==> config.mk <==
export PLATFORM = sky130hd
export DESIGN_NAME = ook_pulse_width_code_decoder
export DESIGN_NICKNAME = d
export VERILOG_FILES = /design/src/rtl/ookpw_pkg.sv /design/src/rtl/ookpw_cfg.sv /design/src/rtl/ookpw_core.sv /design/src/rtl/ook_pulse_width_code_decoder.sv
export VERILOG_INCLUDE_DIRS = /design/src /design/src/rtl
export SDC_FILE = /design/constraint.sdc
export NUM_CORES = 1
export LEC_CHECK = 0
export BUFFER_PORTS_ARGS = -buffer_cell sky130_fd_sc_hd__buf_2
export CAP_MARGIN = 5
export CORE_MARGIN = 2
export CORE_UTILIZATION = 50
export CTS_CLUSTER_SIZE = 24
export DETAILED_ROUTE_END_ITERATION = 8
export GPL_TIMING_DRIVEN = 0
export HOLD_SLACK_MARGIN = 0.15
export PLACE_DENSITY = 0.71
export SYNTH_ARGS = -nofsm -noshare
export SYNTH_HDL_FRONTEND = slang
export SYNTH_SLANG_ARGS = --single-unit
==> constraint.sdc <==
create_clock -name clk -period 2.91 [get_ports clk]
set_input_delay 0.4365 -clock clk [delete_from_list [all_inputs] [get_ports clk]]
set_output_delay 0.4365 -clock clk [all_outputs]
set_load 0.05 [all_outputs]
==> src/rtl/ook_pulse_width_code_decoder_assert.svh <==
// assertion macros shared by the decoder modules
`ifndef OOK_PULSE_WIDTH_CODE_DECODER_ASSERT_SVH
`define OOK_PULSE_WIDTH_CODE_DECODER_ASSERT_SVH

// consequent checked in the same cycle
`define OOKPW_ASSERT_SAME(lbl, ante, cons, msg) \
	lbl: assert property (@(posedge clk) disable iff (!arst_n) (ante) |-> (cons)) \
		else $error(msg);

// consequent checked in the following cycle
`define OOKPW_ASSERT_NEXT(lbl, ante, cons, msg) \
	lbl: assert property (@(posedge clk) disable iff (!arst_n) (ante) |=> (cons)) \
		else $error(msg);

`endif

==> src/rtl/ookpw_pkg.sv <==
// shared types and constants for the pulse width code decoder
`timescale 1ns / 1ps

package ookpw_pkg;

	localparam int ALPHA_W = 15;
	localparam int COUNT_W = 6;
	localparam int CODE_W  = 32;
	localparam int ADDR_W  = 3;
	localparam int APB_W   = 32;

	localparam logic [ALPHA_W-1:0] ALPHA_RST = 15'd350;
	localparam logic [COUNT_W-1:0] COUNT_RST = 6'd24;

	typedef enum logic [0:0] {
		REG_ALPHA_US  = 1'b0,
		REG_BIT_COUNT = 1'b1
	} reg_idx_t;

	typedef struct packed {
		logic [ALPHA_W-1:0] alpha_us;
		logic [COUNT_W-1:0] bit_count;
	} cfg_t;

	typedef struct packed {
		logic              valid;
		logic [CODE_W-1:0] code;
		logic              ok;
	} result_t;

endpackage

==> src/rtl/ookpw_cfg.sv <==
// configuration registers behind the apb port
`timescale 1ns / 1ps

module ookpw_cfg import ookpw_pkg::*; (
	input  logic              clk,
	input  logic              arst_n,
	input  logic              psel,
	input  logic              penable,
	input  logic              pwrite,
	input  logic [ADDR_W-1:0] paddr,
	input  logic [APB_W-1:0]  pwdata,
	output logic [APB_W-1:0]  prdata,
	output logic              pready,
	output cfg_t              cfg
);

	logic     wr_en;
	reg_idx_t idx;
	cfg_t     cfg_q;

	assign pready = 1'b1;
	assign wr_en  = psel && penable && pwrite && pready;
	// registers sit on word addresses, byte lanes ignored
	assign idx    = reg_idx_t'(paddr[2]);
	assign cfg    = cfg_q;

	always_ff @(posedge clk or negedge arst_n) begin
		if (!arst_n) begin
			cfg_q.alpha_us  <= ALPHA_RST;
			cfg_q.bit_count <= COUNT_RST;
		end else if (wr_en) begin
			case (idx)
				REG_ALPHA_US: begin
					cfg_q.alpha_us <= pwdata[ALPHA_W-1:0];
				end
				REG_BIT_COUNT: begin
					cfg_q.bit_count <= pwdata[COUNT_W-1:0];
				end
				default: begin
				end
			endcase
		end
	end

	always_comb begin
		prdata = '0;
		case (idx)
			REG_ALPHA_US: begin
				prdata = APB_W'(cfg_q.alpha_us);
			end
			REG_BIT_COUNT: begin
				prdata = APB_W'(cfg_q.bit_count);
			end
			default: begin
				prdata = '0;
			end
		endcase
	end

endmodule

==> src/rtl/ookpw_core.sv <==
// frame alignment, pair classification and code shift register
`timescale 1ns / 1ps

module ookpw_core import ookpw_pkg::*; #(
	parameter int MAX_BITS      = 32,
	parameter int DURATION_BITS = 24
) (
	input  logic                     clk,
	input  logic                     arst_n,
	input  cfg_t                     cfg,
	input  logic                     take,
	input  logic [DURATION_BITS-1:0] duration,
	input  logic                     first_level,
	input  logic                     last_of_capture,
	output result_t                  result
);

	typedef enum logic [2:0] {
		POS_START  = 3'd0,
		POS_SECOND = 3'd1,
		POS_SKIP   = 3'd2,
		POS_ON     = 3'd3,
		POS_OFF    = 3'd4
	} pos_t;

	typedef enum logic [1:0] {
		OUT_RUNNING = 2'd0,
		OUT_FAILED  = 2'd1,
		OUT_DONE    = 2'd2
	} outcome_t;

	pos_t                     pos_q, pos_d;
	outcome_t                 outcome_q, outcome_d;
	logic [DURATION_BITS-1:0] held_q, held_d;
	logic                     level_q, level_d;
	logic [MAX_BITS-1:0]      shift_q, shift_d;
	logic [COUNT_W-1:0]       bits_q, bits_d;

	logic [DURATION_BITS-1:0] split, sync;
	logic                     count_ok;
	logic                     dur_sync, dur_long, on_sync, on_long;
	logic                     do_pair;

	assign split    = DURATION_BITS'({cfg.alpha_us, 1'b0});
	assign sync     = DURATION_BITS'({cfg.alpha_us, 4'b0});
	assign count_ok = (cfg.bit_count != '0) && (cfg.bit_count <= COUNT_W'(MAX_BITS));
	assign dur_sync = duration >= sync;
	assign dur_long = duration >= split;
	// the held duration is always the on half of a pair
	assign on_sync  = held_q >= sync;
	assign on_long  = held_q >= split;

	always_comb begin
		pos_d     = pos_q;
		held_d    = held_q;
		level_d   = level_q;
		shift_d   = shift_q;
		bits_d    = bits_q;
		outcome_d = outcome_q;
		do_pair   = 1'b0;
		case (pos_q)
			POS_START: begin
				held_d  = duration;
				level_d = first_level;
				pos_d   = POS_SECOND;
			end
			POS_SECOND: begin
				if (dur_sync) begin
					// sync pair, skip one more item if the capture began with a gap
					pos_d = level_q ? POS_ON : POS_SKIP;
				end else if (level_q) begin
					do_pair = 1'b1;
					pos_d   = POS_ON;
				end else begin
					held_d = duration;
					pos_d  = POS_OFF;
				end
			end
			POS_SKIP: begin
				pos_d = POS_ON;
			end
			POS_ON: begin
				held_d = duration;
				pos_d  = POS_OFF;
			end
			POS_OFF: begin
				do_pair = 1'b1;
				pos_d   = POS_ON;
			end
			default: begin
				pos_d = POS_START;
			end
		endcase

		if (do_pair && outcome_q == OUT_RUNNING) begin
			if (!count_ok || on_sync || dur_sync) begin
				outcome_d = OUT_FAILED;
			end else if (on_long == dur_long) begin
				outcome_d = OUT_FAILED;
			end else begin
				shift_d = (shift_q << 1) | MAX_BITS'(on_long);
				bits_d  = bits_q + COUNT_W'(1);
				if (bits_d == cfg.bit_count) begin
					outcome_d = OUT_DONE;
				end
			end
		end
	end

	always_comb begin
		result.valid = take && last_of_capture;
		result.ok    = (outcome_d == OUT_DONE) && count_ok;
		result.code  = result.ok ? CODE_W'(shift_d) : '0;
	end

	always_ff @(posedge clk or negedge arst_n) begin
		if (!arst_n) begin
			pos_q     <= POS_START;
			outcome_q <= OUT_RUNNING;
			held_q    <= '0;
			level_q   <= 1'b0;
			shift_q   <= '0;
			bits_q    <= '0;
		end else if (take) begin
			if (last_of_capture) begin
				pos_q     <= POS_START;
				outcome_q <= OUT_RUNNING;
				held_q    <= '0;
				level_q   <= 1'b0;
				shift_q   <= '0;
				bits_q    <= '0;
			end else begin
				pos_q     <= pos_d;
				outcome_q <= outcome_d;
				held_q    <= held_d;
				level_q   <= level_d;
				shift_q   <= shift_d;
				bits_q    <= bits_d;
			end
		end
	end

`include "ook_pulse_width_code_decoder_assert.svh"

	`OOKPW_ASSERT_NEXT(a_clear_after_last, take && last_of_capture,
		pos_q == POS_START && outcome_q == OUT_RUNNING && bits_q == '0,
		"capture state not cleared after last item")
	`OOKPW_ASSERT_SAME(a_bits_bounded, 1'b1, bits_q <= COUNT_W'(MAX_BITS),
		"bit counter beyond maximum")
	`OOKPW_ASSERT_SAME(a_done_has_bits, outcome_q == OUT_DONE, bits_q != '0,
		"frame done without any bit")

endmodule

==> src/rtl/ook_pulse_width_code_decoder.sv <==
// top level of the on-off-keyed pulse width code decoder
`timescale 1ns / 1ps

// Decodes a captured remote frame given as pulse and gap durations.
// Input stream: one duration (us) per request in s_tdata, s_tuser carries the
// carrier level of the first item of a capture, s_tlast marks its final item.
// Output stream: one request per capture, on its last item; m_tdata holds the
// code (first bit most significant, zero on failure), m_tuser the ok flag.
// alpha_us (address 0) and bit_count (address 4) are set over the apb port.
// Throughput: one input item per cycle while no last item waits on a stalled
// output, set by the single decode stage that updates the frame state.
// Result path: a last item waits in the input register, its result is written
// to the output register once that is free, and m_tvalid comes from there.
// A stalled output holds its result; a new last item then waits in the input
// register and s_tready drops, while items that give no result keep flowing.
// Reset clears the capture state and the output valid and loads alpha_us 350
// and bit_count 24; no clearing pass is needed.
module ook_pulse_width_code_decoder import ookpw_pkg::*; #(
	parameter int MAX_BITS      = 32,
	parameter int DURATION_BITS = 24,
	localparam int IN_TDATA_W   = ((DURATION_BITS + 7) / 8) * 8
) (
	input  logic                  clk,
	input  logic                  arst_n,
	input  logic                  psel,
	input  logic                  penable,
	input  logic                  pwrite,
	input  logic [ADDR_W-1:0]     paddr,
	input  logic [APB_W-1:0]      pwdata,
	output logic [APB_W-1:0]      prdata,
	output logic                  pready,
	input  logic                  s_tvalid,
	output logic                  s_tready,
	input  logic [IN_TDATA_W-1:0] s_tdata,  // duration, zero padding
	input  logic                  s_tuser,  // first_level
	input  logic                  s_tlast,
	output logic                  m_tvalid,
	input  logic                  m_tready,
	output logic [CODE_W-1:0]     m_tdata,  // code
	output logic                  m_tuser   // ok
);

	cfg_t                     cfg;
	result_t                  result;

	logic                     valid_s1;
	logic [DURATION_BITS-1:0] dur_s1;
	logic                     level_s1;
	logic                     last_s1;
	logic                     s1_fire;
	logic                     out_free;

	logic                     m_valid_q;
	logic [CODE_W-1:0]        code_q;
	logic                     ok_q;

	ookpw_cfg u_cfg (
		.clk     (clk),
		.arst_n  (arst_n),
		.psel    (psel),
		.penable (penable),
		.pwrite  (pwrite),
		.paddr   (paddr),
		.pwdata  (pwdata),
		.prdata  (prdata),
		.pready  (pready),
		.cfg     (cfg)
	);

	// only an item that makes a result needs room in the output register
	assign out_free = !m_valid_q || m_tready;
	assign s1_fire  = valid_s1 && (!last_s1 || out_free);
	assign s_tready = !valid_s1 || s1_fire;

	always_ff @(posedge clk or negedge arst_n) begin
		if (!arst_n) begin
			valid_s1 <= 1'b0;
		end else if (s_tvalid && s_tready) begin
			valid_s1 <= 1'b1;
		end else if (s1_fire) begin
			valid_s1 <= 1'b0;
		end
	end

	always_ff @(posedge clk) begin
		if (s_tvalid && s_tready) begin
			dur_s1   <= s_tdata[DURATION_BITS-1:0];
			level_s1 <= s_tuser;
			last_s1  <= s_tlast;
		end
	end

	ookpw_core #(
		.MAX_BITS      (MAX_BITS),
		.DURATION_BITS (DURATION_BITS)
	) u_core (
		.clk             (clk),
		.arst_n          (arst_n),
		.cfg             (cfg),
		.take            (s1_fire),
		.duration        (dur_s1),
		.first_level     (level_s1),
		.last_of_capture (last_s1),
		.result          (result)
	);

	always_ff @(posedge clk or negedge arst_n) begin
		if (!arst_n) begin
			m_valid_q <= 1'b0;
		end else if (result.valid) begin
			m_valid_q <= 1'b1;
		end else if (m_tready) begin
			m_valid_q <= 1'b0;
		end
	end

	always_ff @(posedge clk) begin
		if (result.valid) begin
			code_q <= result.code;
			ok_q   <= result.ok;
		end
	end

	assign m_tvalid = m_valid_q;
	assign m_tdata  = code_q;
	assign m_tuser  = ok_q;

`include "ook_pulse_width_code_decoder_assert.svh"

	`OOKPW_ASSERT_SAME(a_fail_zero_code, m_valid_q && !ok_q, code_q == '0,
		"failed frame with nonzero code")
	`OOKPW_ASSERT_SAME(a_no_overwrite, result.valid, out_free,
		"result written over a pending output")
	`OOKPW_ASSERT_NEXT(a_stage_holds, valid_s1 && !s1_fire,
		valid_s1 && $stable(dur_s1) && $stable(last_s1),
		"input stage lost a waiting item")

endmodule
==> impl_metrics.tcl, run 1 <==
set metrics [dict create \
    rr_endpoint "m_tdata[9]" \
    cts_buffers 17 \
    drt_pre_antenna_iters 5 \
    hold_path.class "in2reg" \
    grt_pass1_vias 6159 \
    synth_ff_type "dfrtp_1" \
    cpPeakStageDelay_ps 530 \
    fin_nets 1059 \
    fmax_mhz 324 \
    stdcell_area_um2 10200 \
    p_leak_nw 4.59 \
    crit_family "compound AO/OA/AOI/OAI gates" \
    clkSlewWorstSetupHoldPaths_ps 70 \
    grt_pass1_wl_mm 31.0 \
    grt_use_total_pct 21.9 \
    postSynthAreaPerCell_um2 10.7 \
    crit_buf_inv 2 \
    dieArea_um2 17900 \
    crit_path_start_kind "flip-flop" \
    clkSinkCount 150 \
    place_inst 1122 \
    status "finished, violations left" \
    pre_cts_ws_ps -593 \
    h-tree-depth 4 \
    wl_mm 18.9 \
    cts.path.max_buffers 2 \
    path_cells "inv_1 > ha_1 > nand4_1 > a211oi_2 > a2111oi_4 > o211a_4 > xor2_4 > a21boi_2 > or4_4 > buf_6 > nor2_2" \
    busiest_layer "met2" \
    final_util_pct 61.9 \
    antenna_found_initial 0 \
    setup_slack_ps -176 \
    core_area_um2 16500 \
    timing_worst_slew_pin_value_ps 1260 \
    grt_use_met3_pct 3.81 \
    ys_ff_latch 150 \
    die_x_um 134 \
    endpoint_kind "flip-flop" \
    synth-edff-count 59 \
    placed_cell_area_um2 9290 \
    reg2regPathDepth 11 \
    cp-startpoint "u_cfg.cfg[9]" \
    cp_max_fo 10 \
    peakVddDrop_uv 500 \
    hpwl_mm 13.4 \
    seq_area_frac_synth_pct 48.3 \
    root_buffer "clkbuf_16" \
    initial_utilization_pct 50.8 \
    power.total_mw 8.08 \
    ys_async_sr_fraction_pct 60.7 \
    via_per_inst 5.56 \
    crit_end "m_tdata[9]" \
    slowest_stage "dfstp_2" \
    vias 6467 \
    wl_per_cell_um 16.2 \
    max_cap_violations 0 \
    violations "negative setup slack" \
    gp_congestion 0.867 \
    grt_max_degree 51 \
    drc 0 \
    io_buffers 98 \
    syn_inst 787 \
    ys_types 67 \
    period_share_pct 106 \
    finalMaxSlewViolations 0 \
    rsz0062_at_grt "true" \
    ios 136 \
    yosysWarnings 0 \
    n_antenna_cell 0 \
    drt_iter0_drc 459 \
    drive_above_1_share_pct 26.1 \
    worstPathRequired_ps 3190 \
    hold_viol_final 0 \
    overflow 0 \
    r2r_slack_ps -180 \
    finalSetupViolCount 34 \
    grt_use_met1_pct 30.6 \
    grt_use_met2_pct 34.8 \
    die_h_um 134 \
    core.rowCount 47 \
    cp.arrival_ps 3370 \
    critical_path_depth 11 \
    ant_nets 0 \
    cts_tree "yes" \
    maxSlewHeadroom_pct 16.1 \
    area_growth_pct 21.7 \
    fin_worst_skew_ps 10.7 \
    syn-cell-area_um2 8400 \
    r2r-start "u_cfg.cfg[9]" \
    path_class "reg2reg" \
    power.density_nw_per_um2 791 \
    final_cells 1163 \
    clk-insertion-delay-late_ps 430 \
    min_period_ps 3090 \
]
==> metrics by stage <==
step | setup TNS (ps) | hold slack [ps]
2_1_floorplan | 0 | 141
3_3_place_gp | -36050 | 487
3_5_place_dp | -37070 | 475
4_1_cts | -4050 | 174
5_1_grt | -12380 | 178
6_report | -4590 | 181
==> how the worst min path moves through the flow <==
stage | endpoint | slack (ps) | depth (start not counted) | start
3_3_place_gp | u_cfg.cfg[13] | 490 | 1 | u_cfg.cfg[13]
6_report | dur_s1[12] | 180 | 1 | s_tdata[12]
2_1_floorplan | m_tvalid | 140 | 0 | arst_n
5_1_grt | dur_s1[1] | 180 | 1 | s_tdata[1]
3_5_place_dp | u_cfg.cfg[13] | 470 | 1 | arst_n
4_1_cts | dur_s1[13] | 170 | 1 | s_tdata[13]
==> timing repair <==
item | in CTS | in global routing
gates cloned | 0 | 0
endpoints found under the hold margin | 41 | 0
hold buffers | 1 | 0
pin swaps | 8 | 1
setup endpoints to repair | 95 | 94
setup buffers | 6 | 2
resized for setup | 36 | 18
==> metal layers <==
layer	vias up	wire [µm]
met3	31	864
met2	174	8950
met4	0	358
met5	-	0
li1	3136	-
met1	3126	8710
==> state kept, by name, indices dropped and copies added (netlist names), 2 cells and up <==
| signal | flops |
|---|---|
| u_core.shift_q | 32 |
| u_cfg.cfg | 21 |
| u_core.outcome_q | 2 |
| u_core.pos_q | 3 |
| u_core.bits_q | 6 |
| dur_s1 | 24 |
| u_core.held_q | 24 |
| m_tdata | 32 |
==> cells by family after synthesis <==
group,count (synthesis),synth area share (%)
other,2,0.0894
AOI/OAI and AO/OA,137,11.4
adders and majority gates,61,9.09
xor gates and xnor gates,12,1.47
muxes,79,9.74
and+or+nand+nor,262,14.6
buffers and inverters,84,5.29
DFF,150,48.3
==> power by group <==
part	internal (mW)	switching [mW]	leakage [nW]	total, mW
Combinational	1.04	1.41	2.56	2.45
Clock	1.62	0.896	0.317	2.51
Sequential	2.64	0.478	1.72	3.12
==> synthesized netlist by cell type (all sizes together), types with 2 or more instances <==
cell	number	area, µm²
nand2	114	428
dfrtp	83	2080
ha	61	763
edfxtp	59	1770
mux2i	57	571
nor2	53	199
o21ai	46	230
nand3	45	230
buf	35	260
o311ai	33	297
clkbuf	25	93.8
inv	24	90.1
a21oi	23	115
mux2	22	248
nand4	12	75.1
dfstp	8	210
a211oi	7	75.1
xor2	7	80.1
nor2b	6	37.5
a21o	5	37.5
a31oi	5	31.3
xnor2	5	43.8
nand2b	4	25.0
nor3	4	20.0
a2111oi	3	32.5
and2	3	18.8
nand4b	3	26.3
nor4	3	25.0
o41ai	3	33.8
or4	3	26.3
a21boi	2	18.8
a2bb2oi	2	17.5
conb	2	7.51
nand3b	2	27.5
nor3b	2	20.0
nor4bb	2	20.0
o22ai	2	12.5
==> worst register-to-register path: stages, from the launching register on <==
cell and delay [ps]:
dfstp_2 530, inv_1 150, ha_1 340, nand4_1 100, a211oi_2 60, a2111oi_4 430
o211a_4 260, xor2_4 200, a21boi_2 100, or4_4 500, buf_6 190, nor2_2 120
==> area by class of cell <==
cell class / count / area, µm²
Tap cell: 220 / 275
Inverter: 24 / 90.1
Clock buffer: 18 / 429
Fill cell: 1308 / 6300
Timing Repair Buffer: 109 / 618
Buffer: 59 / 375
Multi-Input combinational cell: 569 / 4130
Sequential cell: 150 / 4060
Clock inverter: 14 / 246
==> cells in the final DEF, fill, tap and decap left out, types with 4 or more instances in the layout <==
cell / n
clkbuf_16: 17
ha_1: 58
a21o_1: 5
dfstp_2: 8
clkbuf_1: 23
edfxtp_1: 59
o311ai_0: 19
o21ai_0: 42
nand2b_1: 4
buf_4: 30
nand3_1: 43
buf_6: 9
inv_1: 13
dfrtp_1: 83
nor2_1: 50
buf_2: 97
nand2_1: 114
xnor2_1: 5
a31oi_1: 5
a21oi_1: 21
bufinv_16: 6
nor3_1: 4
nor2b_1: 6
o311ai_1: 12
mux2i_1: 56
nand4_1: 12
xor2_1: 6
mux2_2: 22
inv_2: 11
conb_1: 18
No activity file was read; power rests on OpenSTA's default activity.
==> run 2, diff against run 1 <==
- ABC_AREA: default -> 1
- PLACE_DENSITY: 0.71 -> 0.68
- clock period: 2.91 -> 2.9 ns (I/O delays scaled with it)
==> run 2 against run 1 <==
The run now ends clean; synthesized cell count up 29%; clock skew down 3.4 ps; clock power down 14%; worst hold slack worse by 10 ps; synthesized area up 0.66%; worst setup slack better by 320 ps; sequential cell count unchanged; sequential power down 16%; highest routed layer unchanged.
==> impl_metrics.tcl, run 2 <==
set metrics [dict create \
    finalMaxSlewViolations 0 \
    wl_per_cell_um 13.5 \
    pre_cts_ws_ps 35.9 \
    power.density_nw_per_um2 640 \
    synth_top_area_share_pct 24.6 \
    status "completed" \
    gp_congestion 0.877 \
    power.switching_mw 2.23 \
    drt_pre_antenna_iters 5 \
    syn_inst 1018 \
    cpPeakStageDelay_ps 540 \
    grt_pass1_wl_mm 31.5 \
    timing_worst_slew_pin_value_ps 1090 \
    fin_nets 1290 \
    max_cap_violations 0 \
    synth_top_cell_by_area "dfrtp_1" \
    die_h_um 134 \
    hold_path.class "in2reg" \
    cts.path.max_buffers 2 \
    core_area_um2 16600 \
    seq_power_share_pct 40.7 \
    ys_ff_latch 150 \
    period_share_pct 95.2 \
    vias 7004 \
    ys_top_cells_by_area "dfrtp_1 25%, edfxtp_1 21%, nand2_1 14%" \
    pwr-share-clk_pct 33.6 \
    synthTopCellsByCount "305 x nand2_1, 110 x inv_1, 109 x nor2_1, 89 x nand3_1, 83 x dfrtp_1" \
    ys_types 42 \
    area_growth_pct 19.2 \
    p_sw_share_pct 34.6 \
    clkSinkCount 150 \
    min_period_ps 2760 \
    clk-insertion-delay-late_ps 430 \
    grt_use_total_pct 22.0 \
    io_buffers 98 \
    seq_area_frac_synth_pct 48.0 \
    final_common_cell "nand2_1" \
    ios 136 \
    slowest_stage "dfstp_2" \
    hpwl_mm 13.5 \
    cp.arrival_ps 2950 \
    n_antenna_cell 0 \
    p_int_mw 4.21 \
    ys_async_sr_fraction_pct 60.7 \
    cts_buffers 17 \
    synth_ff_type "dfrtp_1" \
    antenna_found_initial 0 \
    syn-cell-area_um2 8450 \
    maxSlewHeadroom_pct 27.0 \
    postSynthAreaPerCell_um2 8.30 \
    overflow 0 \
    via_per_inst 5.02 \
    final_util_pct 60.7 \
    wl_mm 18.8 \
    cts_tree "yes" \
    p_comb_share_pct 25.8 \
    p_leak_nw 5.05 \
    worstPathRequired_ps 3090 \
    path_class "reg2reg" \
    clkSlewWorstSetupHoldPaths_ps 70 \
    grt_pass1_vias 6741 \
    core.rowCount 47 \
    drive_above_1_share_pct 17.2 \
    endpoint_kind "flip-flop" \
    crit_family "simple AND/OR/NAND/NOR gates" \
    power.total_mw 6.44 \
    drc 0 \
    peakVddDrop_uv 425 \
    fin_worst_skew_ps 7.32 \
    fmax_mhz 362 \
    synth-edff-count 59 \
    crit_path_start_kind "flip-flop" \
    yosysWarnings 0 \
    path_cells "clkinvlp_4 > ha_4 > nand2_1 > nand2_1 > nand2_1 > nand2_1 > nand2_1 > nand2_1 > nor2_2 > nand3_4 > xnor2_4 > nor2_4 > buf_4 > buf_6 > nand3_1 > nand2_1 > nor2_1" \
    dieArea_um2 18000 \
    drt_iter0_drc 429 \
    whs_ps 170 \
    initial_utilization_pct 51.0 \
    crit_buf_inv 3 \
    root_buffer "clkbuf_16" \
    h-tree-depth 4 \
    final_cell_mix "305 x nand2_1, 109 x inv_1, 106 x nor2_1" \
    yosysMostFrequentCell "nand2_1" \
    ant_nets 0 \
    grt_max_degree 51 \
    setup_slack_ps 141 \
    finalSetupViolCount 0 \
    cp_common_cell "nand2_1" \
    hold_viol_final 0 \
    cp_max_fo 10 \
    die_x_um 134 \
]
run 2: cell count changes after synthesis, sizes merged, moves of 8 or more:
cell,before,now
nand2,114,307
inv,24,111
mux2,22,0
clkbuf,25,17
nand3,45,91
nor2,53,114
mux2i,57,0
o311ai,33,0
run 2: kinds of logic after synthesis:
logic type | Yosys count | synth area share (%)
simple gates | 541 | 27.2
flops | 150 | 48.0
xor+xnor | 11 | 1.14
compound gates | 89 | 5.70
fa+ha+maj | 61 | 9.03
buf+inv | 164 | 8.85
other cells | 2 | 0.0888
run 2: timing repair:
item | 4_1_cts | 5_1_grt
hold buffers | 1 | 0
gates resized for setup | 0 | 20
endpoints found under the hold margin | 48 | 0
setup endpoints to repair | 0 | 66
buffers inserted | 0 | 6
run 2: power by group through the flow:
| stage | clock network, mW | logic [mW] | registers [mW] |
|---|---|---|---|
| after floorplan | 0 | 1.13 | 2.68 |
| after global placement | 0 | 1.56 | 2.65 |
| after detailed placement | 0 | 1.59 | 2.65 |
| after CTS | 2.17 | 1.61 | 2.62 |
| after global routing | 2.28 | 1.88 | 2.65 |
| final | 2.16 | 1.66 | 2.62 |
run 2: through the flow:
step | TNS [ps] | instances | area, µm²
after CTS | 0 | 1386 | 9880
after global placement | 0 | 1352 | 9280
final | 0 | 1394 | 10100
after floorplan | 0 | 1034 | 8510
after global routing | -432 | 1394 | 10100
after detailed placement | 0 | 1353 | 9300
run 2: final timing paths:
path	start	slack, ps	to	cells past startpoint
max	u_cfg.cfg[14]	140	m_tdata[15]	17
min	s_tdata[17]	170	dur_s1[17]	1
max reg2reg	u_cfg.cfg[14]	140	m_tdata[15]	17
min reg2reg	u_core.shift_q[25]	480	u_core.shift_q[25]	2
max in group asynchronous	arst_n	1600	u_cfg.cfg[3]	3
min in group asynchronous	arst_n	580	u_cfg.cfg[17]	2
run 2: layer usage:
metal / vias up / global-route usage (%) / wire (µm)
met4: 0 / 6.55 / 306
li1: 3550 / - / -
met3: 24 / 4.20 / 733
met5: - / 0 / 0
met1: 3274 / 28.7 / 8620
met2: 156 / 37.6 / 9150
run 2: final cells by class:
class	instances	area (µm²)
multi-input combinational	720	3800
sequential	150	4060
tap	220	275
inverter	113	428
fill	1494	6510
timing repair buffer	108	601
clock buffer	18	429
clock inverter	14	143
buffer	51	343
==> run 3, diff against run 2 <==
- CAP_MARGIN: 5 -> default
- clock period: 2.9 -> 2.8 ns (I/O delays scaled with it)
==> run 3 against run 2 <==
First-iteration DRC count is 0.47% lower; non-clock buffer count grew 15; worst hold slack got worse by 10 ps; sequential cell count is the same; die area unchanged; clock power up 4%; final area grew 2.3%; wire length increased by 1.3%; sequential share of layout area fell by 0.90 points; final cell count grew 1.1%; via count grew 0.91%; critical path depth is 2 lower; critical endpoint is now m_tdata[3]; largest cell class unchanged; highest routed layer unchanged.
==> impl_metrics.tcl, run 3 (synthesis results as in run 2) <==
set metrics [dict create \
    cpPeakStageDelay_ps 540 \
    antenna_found_initial 0 \
    wl_mm 19.1 \
    final_cell_mix "301 x nand2_1, 109 x inv_1, 102 x nor2_1, 102 x buf_2, 83 x dfrtp_1" \
    drt_iter0_drc 427 \
    cts_buffers 17 \
    p_sw_share_pct 34.7 \
    p_int_mw 4.38 \
    die_h_um 134 \
    cts_tree "yes" \
    grt_max_degree 51 \
    grt_use_total_pct 22.2 \
    status "completed" \
    drt_pre_antenna_iters 5 \
    finalSetupViolCount 0 \
    period_share_pct 98.2 \
    worstPathRequired_ps 2990 \
    clkSinkCount 150 \
    io_buffers 98 \
    clk-insertion-delay-late_ps 430 \
    path_class "reg2reg" \
    final_common_cell "nand2_1" \
    ios 136 \
    power.density_nw_per_um2 650 \
    power.total_mw 6.70 \
    core_area_um2 16600 \
    nFillCells 1457 \
    cp-startpoint "u_cfg.cfg[14]" \
    cp_common_cell "nand2_1" \
    seq_power_share_pct 40.5 \
    crit_family "simple AND/OR/NAND/NOR gates" \
    crit_buf_inv 3 \
    core.rowCount 47 \
    fin_nets 1305 \
    root_buffer "clkbuf_16" \
    rsz0062_at_grt "true" \
    fin_worst_skew_ps 8.47 \
    area_growth_pct 21.9 \
    die_x_um 134 \
    dieArea_um2 18000 \
    wl_per_cell_um 13.5 \
    h-tree-depth 4 \
    pwr-share-clk_pct 33.4 \
    multi_input_area_um2 3860 \
    timing_worst_slew_pin_value_ps 1080 \
    finalMaxSlewViolations 0 \
    peakVddDrop_uv 451 \
    place_inst 1353 \
    final-seq-area_um2 4060 \
    drive_above_1_share_pct 18.7 \
    min_period_ps 2750 \
    ant_nets 0 \
    hold_viol_final 0 \
    worstHoldStart "s_tdata[14]" \
    hold_path.class "in2reg" \
    cp.arrival_ps 2940 \
    p_comb_share_pct 26.1 \
    n_antenna_cell 0 \
    vias 7068 \
    path_cells "clkinvlp_4 > ha_4 > nand2_1 > nor2_1 > nand2_1 > nor2_1 > nand2_1 > nand3_4 > xnor2_4 > nor2_4 > buf_6 > buf_8 > nand3_1 > nand2_1 > nor2_1" \
    grt_pass1_wl_mm 31.6 \
    cp_max_fo 10 \
    initial_utilization_pct 51.0 \
    r2r-start "u_cfg.cfg[14]" \
    crit_path_start_kind "flip-flop" \
    endpoint_kind "flip-flop" \
    slowest_stage "dfstp_2" \
    grt_pass1_vias 6786 \
    hpwl_mm 13.5 \
    gp_congestion 0.877 \
    drc 0 \
    p_leak_nw 5.12 \
    max_cap_violations 0 \
    clkSlewWorstSetupHoldPaths_ps 70 \
    power.switching_mw 2.32 \
    via_per_inst 5.02 \
    final_cells 1409 \
    placed_cell_area_um2 9300 \
    maxSlewHeadroom_pct 27.6 \
    stdcell_area_um2 10300 \
    fmax_mhz 364 \
    cts.path.max_buffers 2 \
    overflow 0 \
]
[run 3: repair_timing]
item | 4_1_cts | 5_1_grt
resized for setup | 1 | 44
gates cloned | 0 | 1
endpoints found under the hold margin | 54 | 6
pin swaps | 0 | 8
setup endpoints to repair | 30 | 76
buffers inserted | 0 | 9
hold buffers | 7 | 6
[run 3: worst reg2reg max path: stages, from the launching register on]
cell	delay, ps
dfstp_2	540
clkinvlp_4	190
ha_4	330
nand2_1	40
nor2_1	110
nand2_1	120
nor2_1	120
nand2_1	100
nand3_4	140
xnor2_4	100
nor2_4	190
buf_6	150
buf_8	140
nand3_1	100
nand2_1	90
nor2_1	40
[run 3: power groups by stage]
stage / logic [mW] / clock network (mW) / registers (mW)
after floorplan: 1.17 / 0 / 2.77
after global placement: 1.61 / 0 / 2.74
after detailed placement: 1.65 / 0 / 2.75
after CTS: 1.67 / 2.25 / 2.71
after global routing: 1.98 / 2.36 / 2.74
final: 1.75 / 2.24 / 2.71
[run 3: metal layers]
metal	wire length (µm)	GRT usage (%)	share of wire, %	vias up
li1	-	-	-	3576
met4	274	6.55	1.4	0
met5	0	0	0	-
met3	703	4.16	3.7	20
met2	9430	38.0	49	161
met1	8650	28.8	45	3311
[run 3: worst paths after layout]
path,to,slack [ps],cells past startpoint
worst min-delay path,dur_s1[14],160,1
worst min register to register,u_core.shift_q[25],480,2
min in group asynchronous,u_cfg.cfg[17],560,2
worst max-delay path,m_tdata[3],50,15
max in group asynchronous,u_cfg.cfg[3],1510,3
worst max register to register,m_tdata[3],50,15
[run 3: area by class of cell]
class	instances	share of cell area [%]
flip-flops and latches	150	39.4
clock buffers	18	4.17
well taps	220	2.67
plain buffers	51	3.47
multi-input cells	720	37.5
inverters	113	4.15
clock inverters	14	1.38
repair buffers	123	7.29
[run 3: metrics by stage]
stage / utilization (%) / setup slack [ps] / hold WS [ps] / setup TNS (ps)
after CTS: 60.0 / 30.9 / 151 / 0
after global placement: 56.0 / -52.7 / 461 / -665
final: 62.1 / 50.4 / 160 / 0
after floorplan: - / 460 / 124 / 0
after detailed placement: 56.1 / -64.1 / 465 / -977
after global routing: 62.1 / -120 / 150 / -3780
